--- src/rtl/core/sdr_pkg.sv ---
// Package of the two-wire converter reader: state codes, commands and helpers.
// No dependencies.
`default_nettype none
package sdr_pkg;
    localparam logic [1:0] CMD_TICK    = 2'd0;
    localparam logic [1:0] CMD_POP     = 2'd1;
    localparam logic [1:0] CMD_RESTART = 2'd2;
    localparam logic [1:0] CMD_SAFE    = 2'd3;

    localparam logic [2:0] ST_DISABLED = 3'd0;
    localparam logic [2:0] ST_POWERUP  = 3'd1;
    localparam logic [2:0] ST_CONFIG   = 3'd2;
    localparam logic [2:0] ST_SETTLE   = 3'd3;
    localparam logic [2:0] ST_RUN      = 3'd4;
    localparam logic [2:0] ST_ERROR    = 3'd5;

    localparam logic [1:0] KIND_FRAME = 2'd0;
    localparam logic [1:0] KIND_WRITE = 2'd1;
    localparam logic [1:0] KIND_READ  = 2'd2;

    localparam logic [2:0] REG_RATE    = 3'd0;
    localparam logic [2:0] REG_GAIN    = 3'd1;
    localparam logic [2:0] REG_CHANNEL = 3'd2;
    localparam logic [2:0] REG_REFOUT  = 3'd3;
    localparam logic [2:0] REG_WAIT    = 3'd4;
    localparam logic [2:0] REG_SETTLE  = 3'd5;

    localparam logic [6:0] CMD_WRITE_CODE = 7'h65;
    localparam logic [6:0] CMD_READ_CODE  = 7'h56;
    localparam logic [7:0] REF_OFF_BIT    = 8'h40;
    localparam logic [5:0] FRAME_CLOCKS   = 6'd27;
    localparam logic [5:0] CFG_CLOCKS     = 6'd46;
    localparam logic [5:0] STATUS_LAST    = 6'd26;

    // One stored sample: value, status bits and timestamp.
    typedef struct packed {
        logic [23:0] value;
        logic [1:0]  status;
        logic [31:0] time_ms;
    } sample_t;

    // Level on the data line for clock r of a configuration transaction.
    function automatic logic line_bit(input logic [5:0] r, input logic [6:0] code,
                                      input logic [7:0] tx);
        logic res;
        if (r < 6'd30)
            res = 1'b1;
        else if (r <= 6'd36)
            res = code[3'(6'd36 - r)];
        else if (r == 6'd37)
            res = code[0];
        else
            res = tx[3'(6'd45 - r)];
        return res;
    endfunction
endpackage
`default_nettype wire

--- src/rtl/core/sdr_fifo.sv ---
// Sample FIFO of the converter reader: one synchronous memory, registered read.
// Depends on sdr_pkg for the sample type.
`default_nettype none
module sdr_fifo #(
    parameter int DEPTH = 16
) (
    input  wire logic                       clk,
    input  wire logic                       rst_n,
    input  wire logic                       clear,
    input  wire logic                       push,
    input  wire sdr_pkg::sample_t           push_data,
    input  wire logic                       pop,
    output      sdr_pkg::sample_t           pop_data,
    output      logic                       full,
    output      logic                       empty,
    output      logic [$clog2(DEPTH+1)-1:0] count_next_out
);
    localparam int AW = (DEPTH > 1) ? $clog2(DEPTH) : 1;
    localparam int CW = $clog2(DEPTH + 1);

    sdr_pkg::sample_t mem [DEPTH];
    logic [AW-1:0] head_reg, head_next, tail_reg, tail_next;
    logic [CW-1:0] count_reg, count_next;

    function automatic logic [AW-1:0] incr(input logic [AW-1:0] p);
        logic [AW-1:0] res;
        if (p == AW'(DEPTH - 1))
            res = '0;
        else
            res = p + 1'b1;
        return res;
    endfunction

    assign count_next_out = count_next;
    assign full  = (count_reg == CW'(DEPTH));
    assign empty = (count_reg == '0);

    always_comb
    begin
        head_next  = head_reg;
        tail_next  = tail_reg;
        count_next = count_reg;
        if (clear)
        begin
            head_next  = '0;
            tail_next  = '0;
            count_next = '0;
        end
        else
        begin
            if (push)
                tail_next = incr(tail_reg);
            if (pop)
                head_next = incr(head_reg);
            if (push && !pop)
                count_next = count_reg + 1'b1;
            else if (pop && !push)
                count_next = count_reg - 1'b1;
        end
    end

    always_ff @(posedge clk or negedge rst_n)
    begin
        if (!rst_n)
        begin
            head_reg  <= '0;
            tail_reg  <= '0;
            count_reg <= '0;
        end
        else
        begin
            head_reg  <= head_next;
            tail_reg  <= tail_next;
            count_reg <= count_next;
        end
    end

    always_ff @(posedge clk)
    begin
        if (push)
            mem[tail_reg] <= push_data;
        pop_data <= mem[head_reg];
    end
endmodule
`default_nettype wire

--- src/rtl/core/sigma_delta_adc_two_wire_reader_unit.sv ---
// Top level of the two-wire sigma-delta converter reader.
// Uses sdr_pkg and sdr_fifo.
//
// The input channel (valid/ready) carries one command per transfer: a tick
// (one SCLK half period), a pop, a restart or a safe-state request, with the
// sampled data line and the current millisecond time. Every accepted item
// yields exactly one result transfer on the output channel with the bus
// levels, any popped sample and the status counters.
// Each result is registered in stage 1, then in the output buffer. One item
// is accepted per cycle: the engine state sits in registers, samples in a
// synchronous FIFO memory whose registered read completes the result in stage 1.
// A two-entry output buffer lets input continue while a result waits; ready
// drops only when the buffer cannot take what is in flight.
// After reset the block waits for the first item's time, counts out the
// power-up wait, configures the converter and verifies the read-back. A
// stalled receiver simply holds results in the buffer and stops the input.
// Configuration registers are written through the plain write port.
`default_nettype none
module sigma_delta_adc_two_wire_reader_unit #(
    parameter int FIFO_DEPTH = 16
) (
    input  wire logic        clk,
    input  wire logic        rst_n,
    input  wire logic        cfg_we,
    input  wire logic [2:0]  cfg_index,
    input  wire logic [15:0] cfg_data,
    input  wire logic        in_valid,
    output      logic        in_ready,
    input  wire logic [1:0]  cmd,
    input  wire logic        data_in,
    input  wire logic [31:0] now_ms,
    output      logic        out_valid,
    input  wire logic        out_ready,
    output      logic        sclk,
    output      logic        data_out,
    output      logic        data_drive,
    output      logic        pop_valid,
    output      logic signed [23:0] sample_value,
    output      logic [1:0]  sample_status,
    output      logic [31:0] sample_time_ms,
    output      logic [4:0]  buffered_count,
    output      logic [2:0]  ctrl_state,
    output      logic [31:0] overrun_count,
    output      logic [31:0] error_count,
    output      logic [7:0]  last_config_byte
);
    localparam int CW = $clog2(FIFO_DEPTH + 1);

    typedef struct packed {
        logic        sclk;
        logic        data_out;
        logic        data_drive;
        logic        pop_valid;
        logic [23:0] value;
        logic [1:0]  status;
        logic [31:0] time_ms;
        logic [4:0]  count;
        logic [2:0]  state;
        logic [31:0] overrun;
        logic [31:0] errors;
        logic [7:0]  cfg_byte;
    } result_t;

    // Configuration registers
    logic [1:0]  rate_reg, gain_reg, chan_reg;
    logic        refout_reg;
    logic [15:0] wait_reg;
    logic [7:0]  settle_cfg_reg;

    always_ff @(posedge clk or negedge rst_n)
    begin
        if (!rst_n)
        begin
            rate_reg       <= '0;
            gain_reg       <= '0;
            chan_reg       <= '0;
            refout_reg     <= 1'b1;
            wait_reg       <= 16'd100;
            settle_cfg_reg <= 8'd4;
        end
        else if (cfg_we)
        begin
            case (cfg_index)
                sdr_pkg::REG_RATE:    rate_reg       <= cfg_data[1:0];
                sdr_pkg::REG_GAIN:    gain_reg       <= cfg_data[1:0];
                sdr_pkg::REG_CHANNEL: chan_reg       <= cfg_data[1:0];
                sdr_pkg::REG_REFOUT:  refout_reg     <= cfg_data[0];
                sdr_pkg::REG_WAIT:    wait_reg       <= cfg_data;
                sdr_pkg::REG_SETTLE:  settle_cfg_reg <= cfg_data[7:0];
                default: ;
            endcase
        end
    end

    // Engine state
    logic [2:0]  state_reg, state_next;
    logic        verify_reg, verify_next;
    logic [31:0] enter_reg, enter_next;
    logic        taken_reg, taken_next;
    logic [5:0]  pos_reg, pos_next;
    logic        high_reg, high_next;
    logic [1:0]  kind_reg, kind_next;
    logic [7:0]  tx_reg, tx_next;
    logic [7:0]  rx_reg, rx_next;
    logic [25:0] shift_reg, shift_next;
    logic [7:0]  settle_reg, settle_next;
    logic [31:0] overrun_reg, overrun_next;
    logic [31:0] error_reg, error_next;
    logic [7:0]  lastcfg_reg, lastcfg_next;

    logic        accept;
    logic        fifo_clear, fifo_push, fifo_pop, fifo_full, fifo_empty;
    sdr_pkg::sample_t push_data, pop_data;
    logic [CW-1:0] fifo_count_next;

    logic        enc_ok;
    logic [7:0]  enc_byte;
    logic [1:0]  ch_bits;
    logic [31:0] now_eff;
    logic [5:0]  r;
    logic        drive_c, dout_c;

    assign accept = in_valid && in_ready;

    always_comb
    begin
        enc_ok  = 1'b1;
        ch_bits = 2'b00;
        case (chan_reg)
            2'd0: ch_bits = 2'b00;
            2'd1: ch_bits = 2'b10;
            2'd2: ch_bits = 2'b11;
            default: enc_ok = 1'b0;
        endcase
        enc_byte = {2'b00, rate_reg, gain_reg, ch_bits};
        if (!refout_reg)
            enc_byte = enc_byte | sdr_pkg::REF_OFF_BIT;
    end

    always_comb
    begin
        state_next   = state_reg;
        verify_next  = verify_reg;
        enter_next   = enter_reg;
        taken_next   = taken_reg;
        pos_next     = pos_reg;
        high_next    = high_reg;
        kind_next    = kind_reg;
        tx_next      = tx_reg;
        rx_next      = rx_reg;
        shift_next   = shift_reg;
        settle_next  = settle_reg;
        overrun_next = overrun_reg;
        error_next   = error_reg;
        lastcfg_next = lastcfg_reg;
        fifo_clear   = 1'b0;
        fifo_push    = 1'b0;
        fifo_pop     = 1'b0;
        push_data    = {shift_reg[25:2], shift_reg[1:0], now_ms};
        now_eff      = taken_reg ? enter_reg : now_ms;

        if (accept)
        begin
            if (!taken_reg)
            begin
                enter_next = now_ms;
                taken_next = 1'b1;
            end
            case (cmd)
                sdr_pkg::CMD_TICK:
                begin
                    if (state_reg == sdr_pkg::ST_POWERUP)
                    begin
                        if ((now_ms - now_eff) >= {16'd0, wait_reg})
                        begin
                            verify_next = 1'b0;
                            state_next  = sdr_pkg::ST_CONFIG;
                        end
                    end
                    else if (state_reg == sdr_pkg::ST_DISABLED ||
                             state_reg == sdr_pkg::ST_ERROR)
                    begin
                    end
                    else if (pos_reg != '0)
                    begin
                        if (high_reg)
                        begin
                            high_next = 1'b0;
                            if (pos_reg <= sdr_pkg::STATUS_LAST)
                                shift_next = {shift_reg[24:0], data_in};
                            if (kind_reg == sdr_pkg::KIND_READ && pos_reg >= 6'd38 &&
                                pos_reg <= 6'd45)
                                rx_next = {rx_reg[6:0], data_in};
                            if (kind_reg == sdr_pkg::KIND_FRAME &&
                                pos_reg >= sdr_pkg::FRAME_CLOCKS)
                            begin
                                pos_next = '0;
                                if (state_reg == sdr_pkg::ST_SETTLE)
                                begin
                                    if (settle_reg != '0)
                                        settle_next = settle_reg - 1'b1;
                                    if (settle_reg <= 8'd1)
                                        state_next = sdr_pkg::ST_RUN;
                                end
                                else if (state_reg == sdr_pkg::ST_RUN)
                                begin
                                    if (fifo_full)
                                        overrun_next = overrun_reg + 1'b1;
                                    else
                                        fifo_push = 1'b1;
                                end
                            end
                            else if (kind_reg != sdr_pkg::KIND_FRAME &&
                                     pos_reg >= sdr_pkg::CFG_CLOCKS)
                            begin
                                pos_next = '0;
                                if (kind_reg == sdr_pkg::KIND_WRITE)
                                    verify_next = 1'b1;
                                else
                                begin
                                    lastcfg_next = rx_reg;
                                    if (!enc_ok || enc_byte != rx_reg)
                                    begin
                                        error_next = error_reg + 1'b1;
                                        state_next = sdr_pkg::ST_ERROR;
                                    end
                                    else
                                    begin
                                        settle_next = settle_cfg_reg;
                                        state_next  = sdr_pkg::ST_SETTLE;
                                    end
                                end
                            end
                        end
                        else
                        begin
                            pos_next  = pos_reg + 1'b1;
                            high_next = 1'b1;
                        end
                    end
                    else if (!data_in)
                    begin
                        shift_next = '0;
                        rx_next    = '0;
                        pos_next   = 6'd1;
                        high_next  = 1'b1;
                        if (state_reg == sdr_pkg::ST_CONFIG)
                        begin
                            if (!verify_reg)
                            begin
                                kind_next = sdr_pkg::KIND_WRITE;
                                tx_next   = enc_byte;
                                if (!enc_ok)
                                begin
                                    error_next = error_reg + 1'b1;
                                    state_next = sdr_pkg::ST_ERROR;
                                    pos_next   = '0;
                                    high_next  = 1'b0;
                                end
                            end
                            else
                            begin
                                kind_next = sdr_pkg::KIND_READ;
                                tx_next   = '0;
                            end
                        end
                        else
                            kind_next = sdr_pkg::KIND_FRAME;
                    end
                end
                sdr_pkg::CMD_POP:
                    fifo_pop = !fifo_empty;
                sdr_pkg::CMD_RESTART:
                begin
                    if (state_reg != sdr_pkg::ST_DISABLED)
                    begin
                        pos_next    = '0;
                        high_next   = 1'b0;
                        fifo_clear  = 1'b1;
                        verify_next = 1'b0;
                        state_next  = sdr_pkg::ST_CONFIG;
                    end
                end
                default:
                begin
                    pos_next   = '0;
                    high_next  = 1'b0;
                    state_next = sdr_pkg::ST_DISABLED;
                end
            endcase
        end
    end

    // Bus levels from the updated state
    always_comb
    begin
        drive_c = 1'b0;
        dout_c  = 1'b0;
        r = high_next ? pos_next : pos_next + 1'b1;
        if (pos_next != '0 && kind_next != sdr_pkg::KIND_FRAME)
        begin
            if (r >= 6'd28 &&
                r <= ((kind_next == sdr_pkg::KIND_WRITE) ? 6'd45 : 6'd36))
            begin
                drive_c = 1'b1;
                dout_c  = sdr_pkg::line_bit(r, (kind_next == sdr_pkg::KIND_WRITE) ?
                          sdr_pkg::CMD_WRITE_CODE : sdr_pkg::CMD_READ_CODE, tx_next);
            end
        end
    end

    always_ff @(posedge clk or negedge rst_n)
    begin
        if (!rst_n)
        begin
            state_reg   <= sdr_pkg::ST_POWERUP;
            verify_reg  <= 1'b0;
            enter_reg   <= '0;
            taken_reg   <= 1'b0;
            pos_reg     <= '0;
            high_reg    <= 1'b0;
            kind_reg    <= sdr_pkg::KIND_FRAME;
            tx_reg      <= '0;
            rx_reg      <= '0;
            shift_reg   <= '0;
            settle_reg  <= '0;
            overrun_reg <= '0;
            error_reg   <= '0;
            lastcfg_reg <= '0;
        end
        else
        begin
            state_reg   <= state_next;
            verify_reg  <= verify_next;
            enter_reg   <= enter_next;
            taken_reg   <= taken_next;
            pos_reg     <= pos_next;
            high_reg    <= high_next;
            kind_reg    <= kind_next;
            tx_reg      <= tx_next;
            rx_reg      <= rx_next;
            shift_reg   <= shift_next;
            settle_reg  <= settle_next;
            overrun_reg <= overrun_next;
            error_reg   <= error_next;
            lastcfg_reg <= lastcfg_next;
        end
    end

    sdr_fifo #(
        .DEPTH (FIFO_DEPTH)
    ) u_fifo (
        .clk            (clk),
        .rst_n          (rst_n),
        .clear          (fifo_clear),
        .push           (fifo_push),
        .push_data      (push_data),
        .pop            (fifo_pop),
        .pop_data       (pop_data),
        .full           (fifo_full),
        .empty          (fifo_empty),
        .count_next_out (fifo_count_next)
    );

    // Stage 1: result without the sample, waiting for the memory read.
    result_t s1_reg;
    logic    s1_valid_reg;

    always_ff @(posedge clk or negedge rst_n)
    begin
        if (!rst_n)
            s1_valid_reg <= 1'b0;
        else
            s1_valid_reg <= accept;
    end

    always_ff @(posedge clk)
    begin
        if (accept)
        begin
            s1_reg.sclk       <= (pos_next != '0) && high_next;
            s1_reg.data_out   <= dout_c;
            s1_reg.data_drive <= drive_c;
            s1_reg.pop_valid  <= fifo_pop;
            s1_reg.value      <= '0;
            s1_reg.status     <= '0;
            s1_reg.time_ms    <= '0;
            s1_reg.count      <= 5'(fifo_count_next);
            s1_reg.state      <= state_next;
            s1_reg.overrun    <= overrun_next;
            s1_reg.errors     <= error_next;
            s1_reg.cfg_byte   <= lastcfg_next;
        end
    end

    result_t s1_full;
    always_comb
    begin
        s1_full = s1_reg;
        if (s1_reg.pop_valid)
        begin
            s1_full.value   = pop_data.value;
            s1_full.status  = pop_data.status;
            s1_full.time_ms = pop_data.time_ms;
        end
    end

    // Two-entry output buffer
    result_t     buf_reg [2];
    logic        rd_ptr_reg, wr_ptr_reg;
    logic [1:0]  occ_reg;
    logic        deq;

    assign out_valid = (occ_reg != 2'd0);
    assign deq = out_valid && out_ready;
    // Room needed for the item in stage 1 plus a new one.
    assign in_ready = ({1'b0, occ_reg} + {2'b00, s1_valid_reg}) <= 3'd1 ||
                      (deq && ({1'b0, occ_reg} + {2'b00, s1_valid_reg}) <= 3'd2);

    always_ff @(posedge clk or negedge rst_n)
    begin
        if (!rst_n)
        begin
            rd_ptr_reg <= 1'b0;
            wr_ptr_reg <= 1'b0;
            occ_reg    <= '0;
        end
        else
        begin
            if (s1_valid_reg)
                wr_ptr_reg <= ~wr_ptr_reg;
            if (deq)
                rd_ptr_reg <= ~rd_ptr_reg;
            occ_reg <= occ_reg + {1'b0, s1_valid_reg} - {1'b0, deq};
        end
    end

    always_ff @(posedge clk)
    begin
        if (s1_valid_reg)
            buf_reg[wr_ptr_reg] <= s1_full;
    end

    result_t head;
    assign head = buf_reg[rd_ptr_reg];
    assign sclk             = head.sclk;
    assign data_out         = head.data_out;
    assign data_drive       = head.data_drive;
    assign pop_valid        = head.pop_valid;
    assign sample_value     = head.value;
    assign sample_status    = head.status;
    assign sample_time_ms   = head.time_ms;
    assign buffered_count   = head.count;
    assign ctrl_state       = head.state;
    assign overrun_count    = head.overrun;
    assign error_count      = head.errors;
    assign last_config_byte = head.cfg_byte;
endmodule
`default_nettype wire

--- config.mk ---
export PLATFORM = sky130hd
export DESIGN_NAME = sigma_delta_adc_two_wire_reader_unit
export DESIGN_NICKNAME = d
export VERILOG_FILES = /design/src/rtl/core/sdr_pkg.sv /design/src/rtl/core/sdr_fifo.sv /design/src/rtl/core/sigma_delta_adc_two_wire_reader_unit.sv
export SDC_FILE = /design/constraint.sdc
export NUM_CORES = 2
export LEC_CHECK = 0
export BUFFER_PORTS_ARGS = -buffer_cell sky130_fd_sc_hd__buf_2
export CELL_PAD_IN_SITES_DETAIL_PLACEMENT = 1
export CELL_PAD_IN_SITES_GLOBAL_PLACEMENT = 2
export CORE_MARGIN = 10
export CORE_UTILIZATION = 52
export CTS_BUF_LIST = sky130_fd_sc_hd__clkbuf_8
export DETAILED_ROUTE_END_ITERATION = 12
export PLACE_DENSITY = 0.93
export SLEW_MARGIN = 10
export SYNTH_ARGS = -nofsm -noshare
export SYNTH_HDL_FRONTEND = slang
export SYNTH_SLANG_ARGS = --single-unit
--- constraint.sdc ---
create_clock -name clk -period 15.2 [get_ports clk]
set_input_delay 0 -clock clk [delete_from_list [all_inputs] [get_ports clk]]
set_output_delay 0 -clock clk [all_outputs]
set_load 0.05 [all_outputs]
# [After elaboration in Yosys (flattened, before gate mapping)]
# Memories as Yosys holds them, arrays and structs flattened. A register that Yosys moved wholly into a read port is not among the register bits.
# Index checks and enable logic that the tools add are counted.
[word_totals] mem_bits_rw=1212 elab_cells=317 in_bits=59 out_inout_bits=144 memories=2 register_bits=301
[op_classes] addsub=15 n_eq_ne=38 n_reduce_logical=48 bitwise_logic=4 n_mux=159 n_lt_le_gt_ge=15
[memory_table] name="u_fifo.mem" words=16 width=58 read_ports=1 rd_ports_with_merged_regs=1 write_ports=1 line_no="sdr_fifo.sv:21" text="sdr_pkg::sample_t mem [DEPTH];"
[memory_table] name="buf_reg" words=2 width=142 read_ports=1 rd_ports_with_merged_regs=0 write_ports=1 line_no="sigma_delta_adc_two_wire_reader_unit.sv:409" text="result_t buf_reg [2];"
[ops] operator="two-way mux 32 bit" count=25
[ops] operator="two-way mux 8 bit" count=27
[ops] operator="two-way mux 26 bit" count=4
[ops] operator="two-way mux 6 bit" count=11
[ops] operator="adder 32 x 1 -> 32 bit, second input constant" count=2
[ops] operator="two-way mux 58 bit" count=1
[ops] operator="two-way mux 3 bit" count=17
[ops] operator="two-way mux 1 bit" count=48
[ops] operator=">= comparator 32 x 16 -> 1 bit" count=1
[ops] operator="subtractor 32 bit" count=1
[ops] operator="two-way mux 4 bit" count=7
[ops] operator="inequality test 3 bit, second input constant" count=7
[ops] operator="case mux 6 bit (3 select lines)" count=1
[ops] operator="two-way mux 2 bit" count=8
[ops] operator="two-way mux 5 bit" count=3
[ops] operator="AND reduction 2 bit" count=7
[ops] operator="AND reduction 7 bit" count=2
[ops] operator="nonzero test 2 bit" count=7
[ops] operator="adder 6 x 1 -> 6 bit, second input constant" count=2
[ops] operator="== test 3 x 2 -> 1 bit, second input constant" count=4
[ops] operator="== test 3 bit, second input constant" count=4
[ops] operator=">= comparator 6 x 5 -> 1 bit, second input constant" count=2
[ops] operator=">= comparator 6 bit, second input constant" count=2
[ops] operator="less-or-equal comparator 6 bit, second input constant" count=2
[ops] operator="43 further kinds" count=84

# [Logic depth before layout (Yosys ltp)]
[depth] word_depth=20 ltp_mapped=26 mapped_depth_nobuf=24

# [Modules after synthesis]
# A second synthesis with hierarchy kept.
[unflattened] hier_cells=3743 hier_area_um2=62846.5
[by_module_without_submodules] mod="sdr_fifo" cells_each=1832 area_each_um2=37576.0 n_inst=1 seq_area_each_um2=29353.2
[by_module_without_submodules] mod="sigma_delta_adc_two_wire_reader_unit" cells_each=1911 area_each_um2=25270.5 n_inst=1 seq_area_each_um2=16163.0

# [Least setup slack after synthesis]
# OpenSTA, ideal clock, no wires.
[synth_path] kind="register to register" from="register wr_ptr_reg" to="memory buf_reg[0][0] (netlist bit), enable pin" arrival_time_ps=6673 setup_time_ps=662 required_time_ps=14538 period_less_slack_ps=7335 stages_incl_launch_ff=2 slack_ps=7865 path_buffers=0 cell_sequence="dfrtp_1 > nor2b_1"
[synth_lines] item="start: declaration" line_no="sigma_delta_adc_two_wire_reader_unit.sv:410" text="logic rd_ptr_reg, wr_ptr_reg;"
[synth_lines] item="start signal: assignment" line_no="sigma_delta_adc_two_wire_reader_unit.sv:431" text="wr_ptr_reg <= ~wr_ptr_reg;"
[synth_lines] item="end: declaration" line_no="sigma_delta_adc_two_wire_reader_unit.sv:409"
# No word-level cell before the write port.

# [Final worst setup path]
[layout_path] from="register s1_valid_reg" to="memory u_fifo.mem[13][13] (netlist bit), enable pin"
[layout_between] elab_chain_cells=8 elab_cells_between_ends=9 cone_classes="add/sub (1); order compare (2); mux (3); reduce/logical (3)"
[layout_lines] item="start: declaration" line_no="sigma_delta_adc_two_wire_reader_unit.sv:367" text="logic s1_valid_reg;"
[layout_lines] item="start signal: assignment" line_no="sigma_delta_adc_two_wire_reader_unit.sv:374" text="s1_valid_reg <= accept;"
[layout_lines] item="adder 2 x 1 -> 3 bit *" line_no="sigma_delta_adc_two_wire_reader_unit.sv:417, sigma_delta_adc_two_wire_reader_unit.sv:418"
[layout_lines] item="less-or-equal comparator 3 x 2 -> 1 bit" line_no="sigma_delta_adc_two_wire_reader_unit.sv:418" text="(deq && ({1'b0, occ_reg} + {2'b00, s1_valid_reg}) <= 3'd2);"
[layout_lines] item="logical AND 1 bit" line_no="sigma_delta_adc_two_wire_reader_unit.sv:418"
[layout_lines] item="logical OR 1 bit *" line_no="sigma_delta_adc_two_wire_reader_unit.sv:417" text="assign in_ready = ({1'b0, occ_reg} + {2'b00, s1_valid_reg}) <= 3'd1 ||"
[layout_lines] item="logical AND 1 bit *" line_no="sigma_delta_adc_two_wire_reader_unit.sv:123" text="assign accept = in_valid && in_ready;"
[layout_lines] item="two-way mux 1 bit *" line_no="sigma_delta_adc_two_wire_reader_unit.sv:162" text="if (accept)"
[layout_lines] item="two-way mux 1 bit *" line_no="sdr_fifo.sv:80" text="if (push)"
[layout_lines] item="two-way mux 1 bit (not written as such) *" line_no="sdr_fifo.sv:81" text="mem[tail_reg] <= push_data;"
[layout_lines] item="end: declaration" line_no="sdr_fifo.sv:21"
# Every way passes the cells marked *; elsewhere a longest branch is shown, timed or not.

==> key figures <==
STA
  – Final Hold Viols: 0
  – Worst hold margin: 86.7 ps
  – Setup WS post-layout: 9100 ps
  – Relative max-transition margin: 0.232
  – Final Slew Violations: 0
  – Final Skew: 73.7 ps
  – RSZ-0062 raised after global routing: no
  – Sum of negative setup slack: 0 ps
  – Minimum clock period: 6100 ps
  – Setup Viol. Count Final: 0
  – Crit share post-route: 0.401
  – Max Clk Rate: 164 MHz
  – Worst slew pin tran: 1150 ps

Routing
  – Vias per cell: 6.01
  – DRT iter0 DRCs: 3763
  – Drt pass-1 iters: 5
  – DRC violations left: 0
  – Wire per inst: 28.2 um
  – Final WL: 172000 um
  – Total number of vias: 36500
  – Final ANT Viol Nets: 0

Clock tree
  – Postcts setup bufs: 0
  – Clk pin slew, worst setup/hold paths: 60 ps
  – Clock Tree Buf Depth: 3
  – Num CTS Buffers: 237
  – CTS tree: yes
  – Root Driver: clkbuf_8
  – Clk sinks: 1571
  – H-tree lvl count: 4
  – Worst-skew pair later-pin latency: 980 ps

Global route
  – Global-route wire length before repair: 258000 um
  – GRT busiest layer: met2
  – Vias in the first global route: 39800
  – Initial antenna violation count: 9
  – Met1 GRT Util: 0.315
  – GRT overflow: 0
  – Met3 Usage GRT: 0.0477
  – Met2 usage: 0.430
  – Largest net degree at the start of global routing: 117
  – Gr usage total: 0.252

Finish
  – Layout cells sized above 1: 0.221
  – Sequential standard cell area: 45500 um^2
  – Area grow syn2layout: 14.6%
  – Max FFs per register: 928
  – Fin nets: 4387
  – Multi-input logic area: 16300 um^2
  – Fin cells: 6080
  – Filler Cell Count: 11000

Place
  – Detail Placement HPWL: 96100 um
  – Routability cong.: 0.855
  – Placement Setup Slack: 9270 ps
  – # port buffers: 202
  – Placed Cells: 5494

Critical path
  – Critical-path cell list: ha_1 > ha_1 > nor2_1 > a32oi_4 > buf_4 > nor3_2 > nand2_1 > nor2_1 > nand3_1 > nor2_4 > buf_4
  – CP peak stage delay: 860 ps
  – Critical Path Start Type: flip-flop
  – Delay-heaviest family, CP: simple AND/OR/NAND/NOR gates
  – Crit path kind: reg -> reg
  – Highest-delay cell along the critical path: nor2_1
  – Crit path buf inv count: 2
  – Worst EP required: 15750 ps
  – Critical path fanouts, max: 72
  – CP endpoint kind: flip-flop
  – Worst endpoint data arrival time: 6650 ps

Logic synthesis
  – Area leader, netlist: edfxtp_1
  – Netlist cell types: 85
  – Synthesized instance count: 3803
  – Async S/R FF share, synth: 0.138
  – Post-Syn Area: 62600 um^2
  – FF+latch count, synth: 1571
  – Sequential area share after synthesis: 0.727
  – Top area cells in the synthesized netlist: edfxtp_1, dfrtp_1, mux4_2
  – Syn_nets: 3936
  – Mapped Avg Cell Area: 16.5 um^2
  – EDFF count, synth: 1296
  – Ys flop type: edfxtp_1
  – Top cell type's share of synthesized area: 0.622
  – Warnings from Yosys: 0

Die
  – CORE AREA: 120000 um^2
  – Die extent in y: 367 um
  – Starting Density: 0.523
  – Row count: 127
  – Die area: 135000 um^2
  – Die Wd: 367 um
  – I/O pins: 203

Run
  – Max cap viols: 0

Power
  – Worst vdd ir: 0.145 mV
  – Lkg Pwr: 26.8 nW
  – Pwr Density: 167 nW/um^2

Run status
  – Status: finished clean

Hold path
  – Hold WC Path Type: in -> reg
==> cell usage after synthesis (all sizes together), types with 6 or more instances <==
cell type,n
and3,20
a221oi,63
or3,6
nand2b,13
xor2,30
nor3,30
dfrtp,211
and2,77
nor4,11
nor2,91
o31ai,6
a21o,18
buf,31
xnor2,75
a21oi,120
mux2,225
nor2b,8
nand4,25
o21a,7
or2,11
dfxtp,58
clkbuf,140
ha,73
and4,8
a31oi,10
mux2i,212
o21ai,245
mux4,118
nand3,41
nand2,281
inv,68
o211ai,16
edfxtp,1296
a211oi,11
dfstp,6
a22oi,62
==> path summary, 6_finish.rpt <==
check,startpoint,to,slack [ps],depth (start not counted)
worst max-delay path,s1_valid_reg,u_fifo.mem[13][13],9100,11
worst min-delay path,cfg_index[1],rate_reg[0],90,4
worst max register to register,s1_valid_reg,u_fifo.mem[13][13],9100,11
worst min register to register,s1_full[4],buf_reg[0][4],420,0
max in group asynchronous,rst_n,enter_reg[7],14160,4
min in group asynchronous,rst_n,error_reg[8],230,4
==> logic make-up after synthesis <==
kind of cell | after synthesis | synth area share
fa+ha+maj | 74 | 0.0149
compound gates | 613 | 0.0621
xor+xnor | 105 | 0.0147
buf+inv | 239 | 0.0145
mux | 555 | 0.117
simple gates | 646 | 0.0500
flops | 1571 | 0.727
==> worst min-delay path, delay by kind of cell <==
family | cells | cell delay [ps]
mux | 1 | 220
simple gates | 1 | 80
buf+inv | 2 | 670
==> cells in the final DEF, fill, tap and decap left out, types with 47 or more instances in the layout <==
master         count
buf_4             47
nor2_1            86
clkbuf_8         275
ha_1              73
inv_1            148
nand2_1          279
mux2_2           225
dfxtp_1           58
xnor2_1           75
edfxtp_1        1296
and2_1            67
o21ai_0          242
mux2i_1          211
a21oi_1          120
dfrtp_1          205
mux4_2           118
dlygate4sd3_1    132
a221oi_1          63
buf_2            201
a22oi_1           62
==> layer usage <==
metal	share of wire	vias to the layer above
li1	-	15700
met5	0.00019	-
met2	0.51	1547
met4	0.037	6
met3	0.064	365
met1	0.39	18900
==> through the flow <==
stage / power (W) / utilization / cell area (um^2)
floorplan: 0.00762 / - / 62600
global route: 0.0125 / 0.599 / 71700
CTS: 0.0121 / 0.599 / 71700
detailed placement: 0.00851 / 0.547 / 65500
finish: 0.0120 / 0.599 / 71700
global placement: 0.00840 / 0.547 / 65500
==> layout make-up <==
| cell class | instances | area share |
|---|---|---|
| flip-flops and latches | 1571 | 0.635 |
| multi-input cells | 1993 | 0.228 |
| clock buffers | 275 | 0.0528 |
| repair buffers | 383 | 0.0382 |
| well taps | 1612 | 0.0281 |
| clock inverters | 175 | 0.0148 |
| inverters | 68 | 0.00358 |
| diodes | 3 | 0.000105 |
==> power by group <==
| group | internal, W | switching, W | total (W) |
|---|---|---|---|
| clock | 0.00183 | 0.00170 | 0.00353 |
| sequential | 0.00516 | 0.000241 | 0.00540 |
| combinational | 0.000987 | 0.00209 | 0.00308 |
==> timing repair <==
item,4_1_cts,5_1_grt
hold buffers,133,0
gates resized for setup,0,0
setup endpoints to repair,0,0
hold endpoints to repair,838,0
Note: power is estimated with default switching activity, not from simulation.
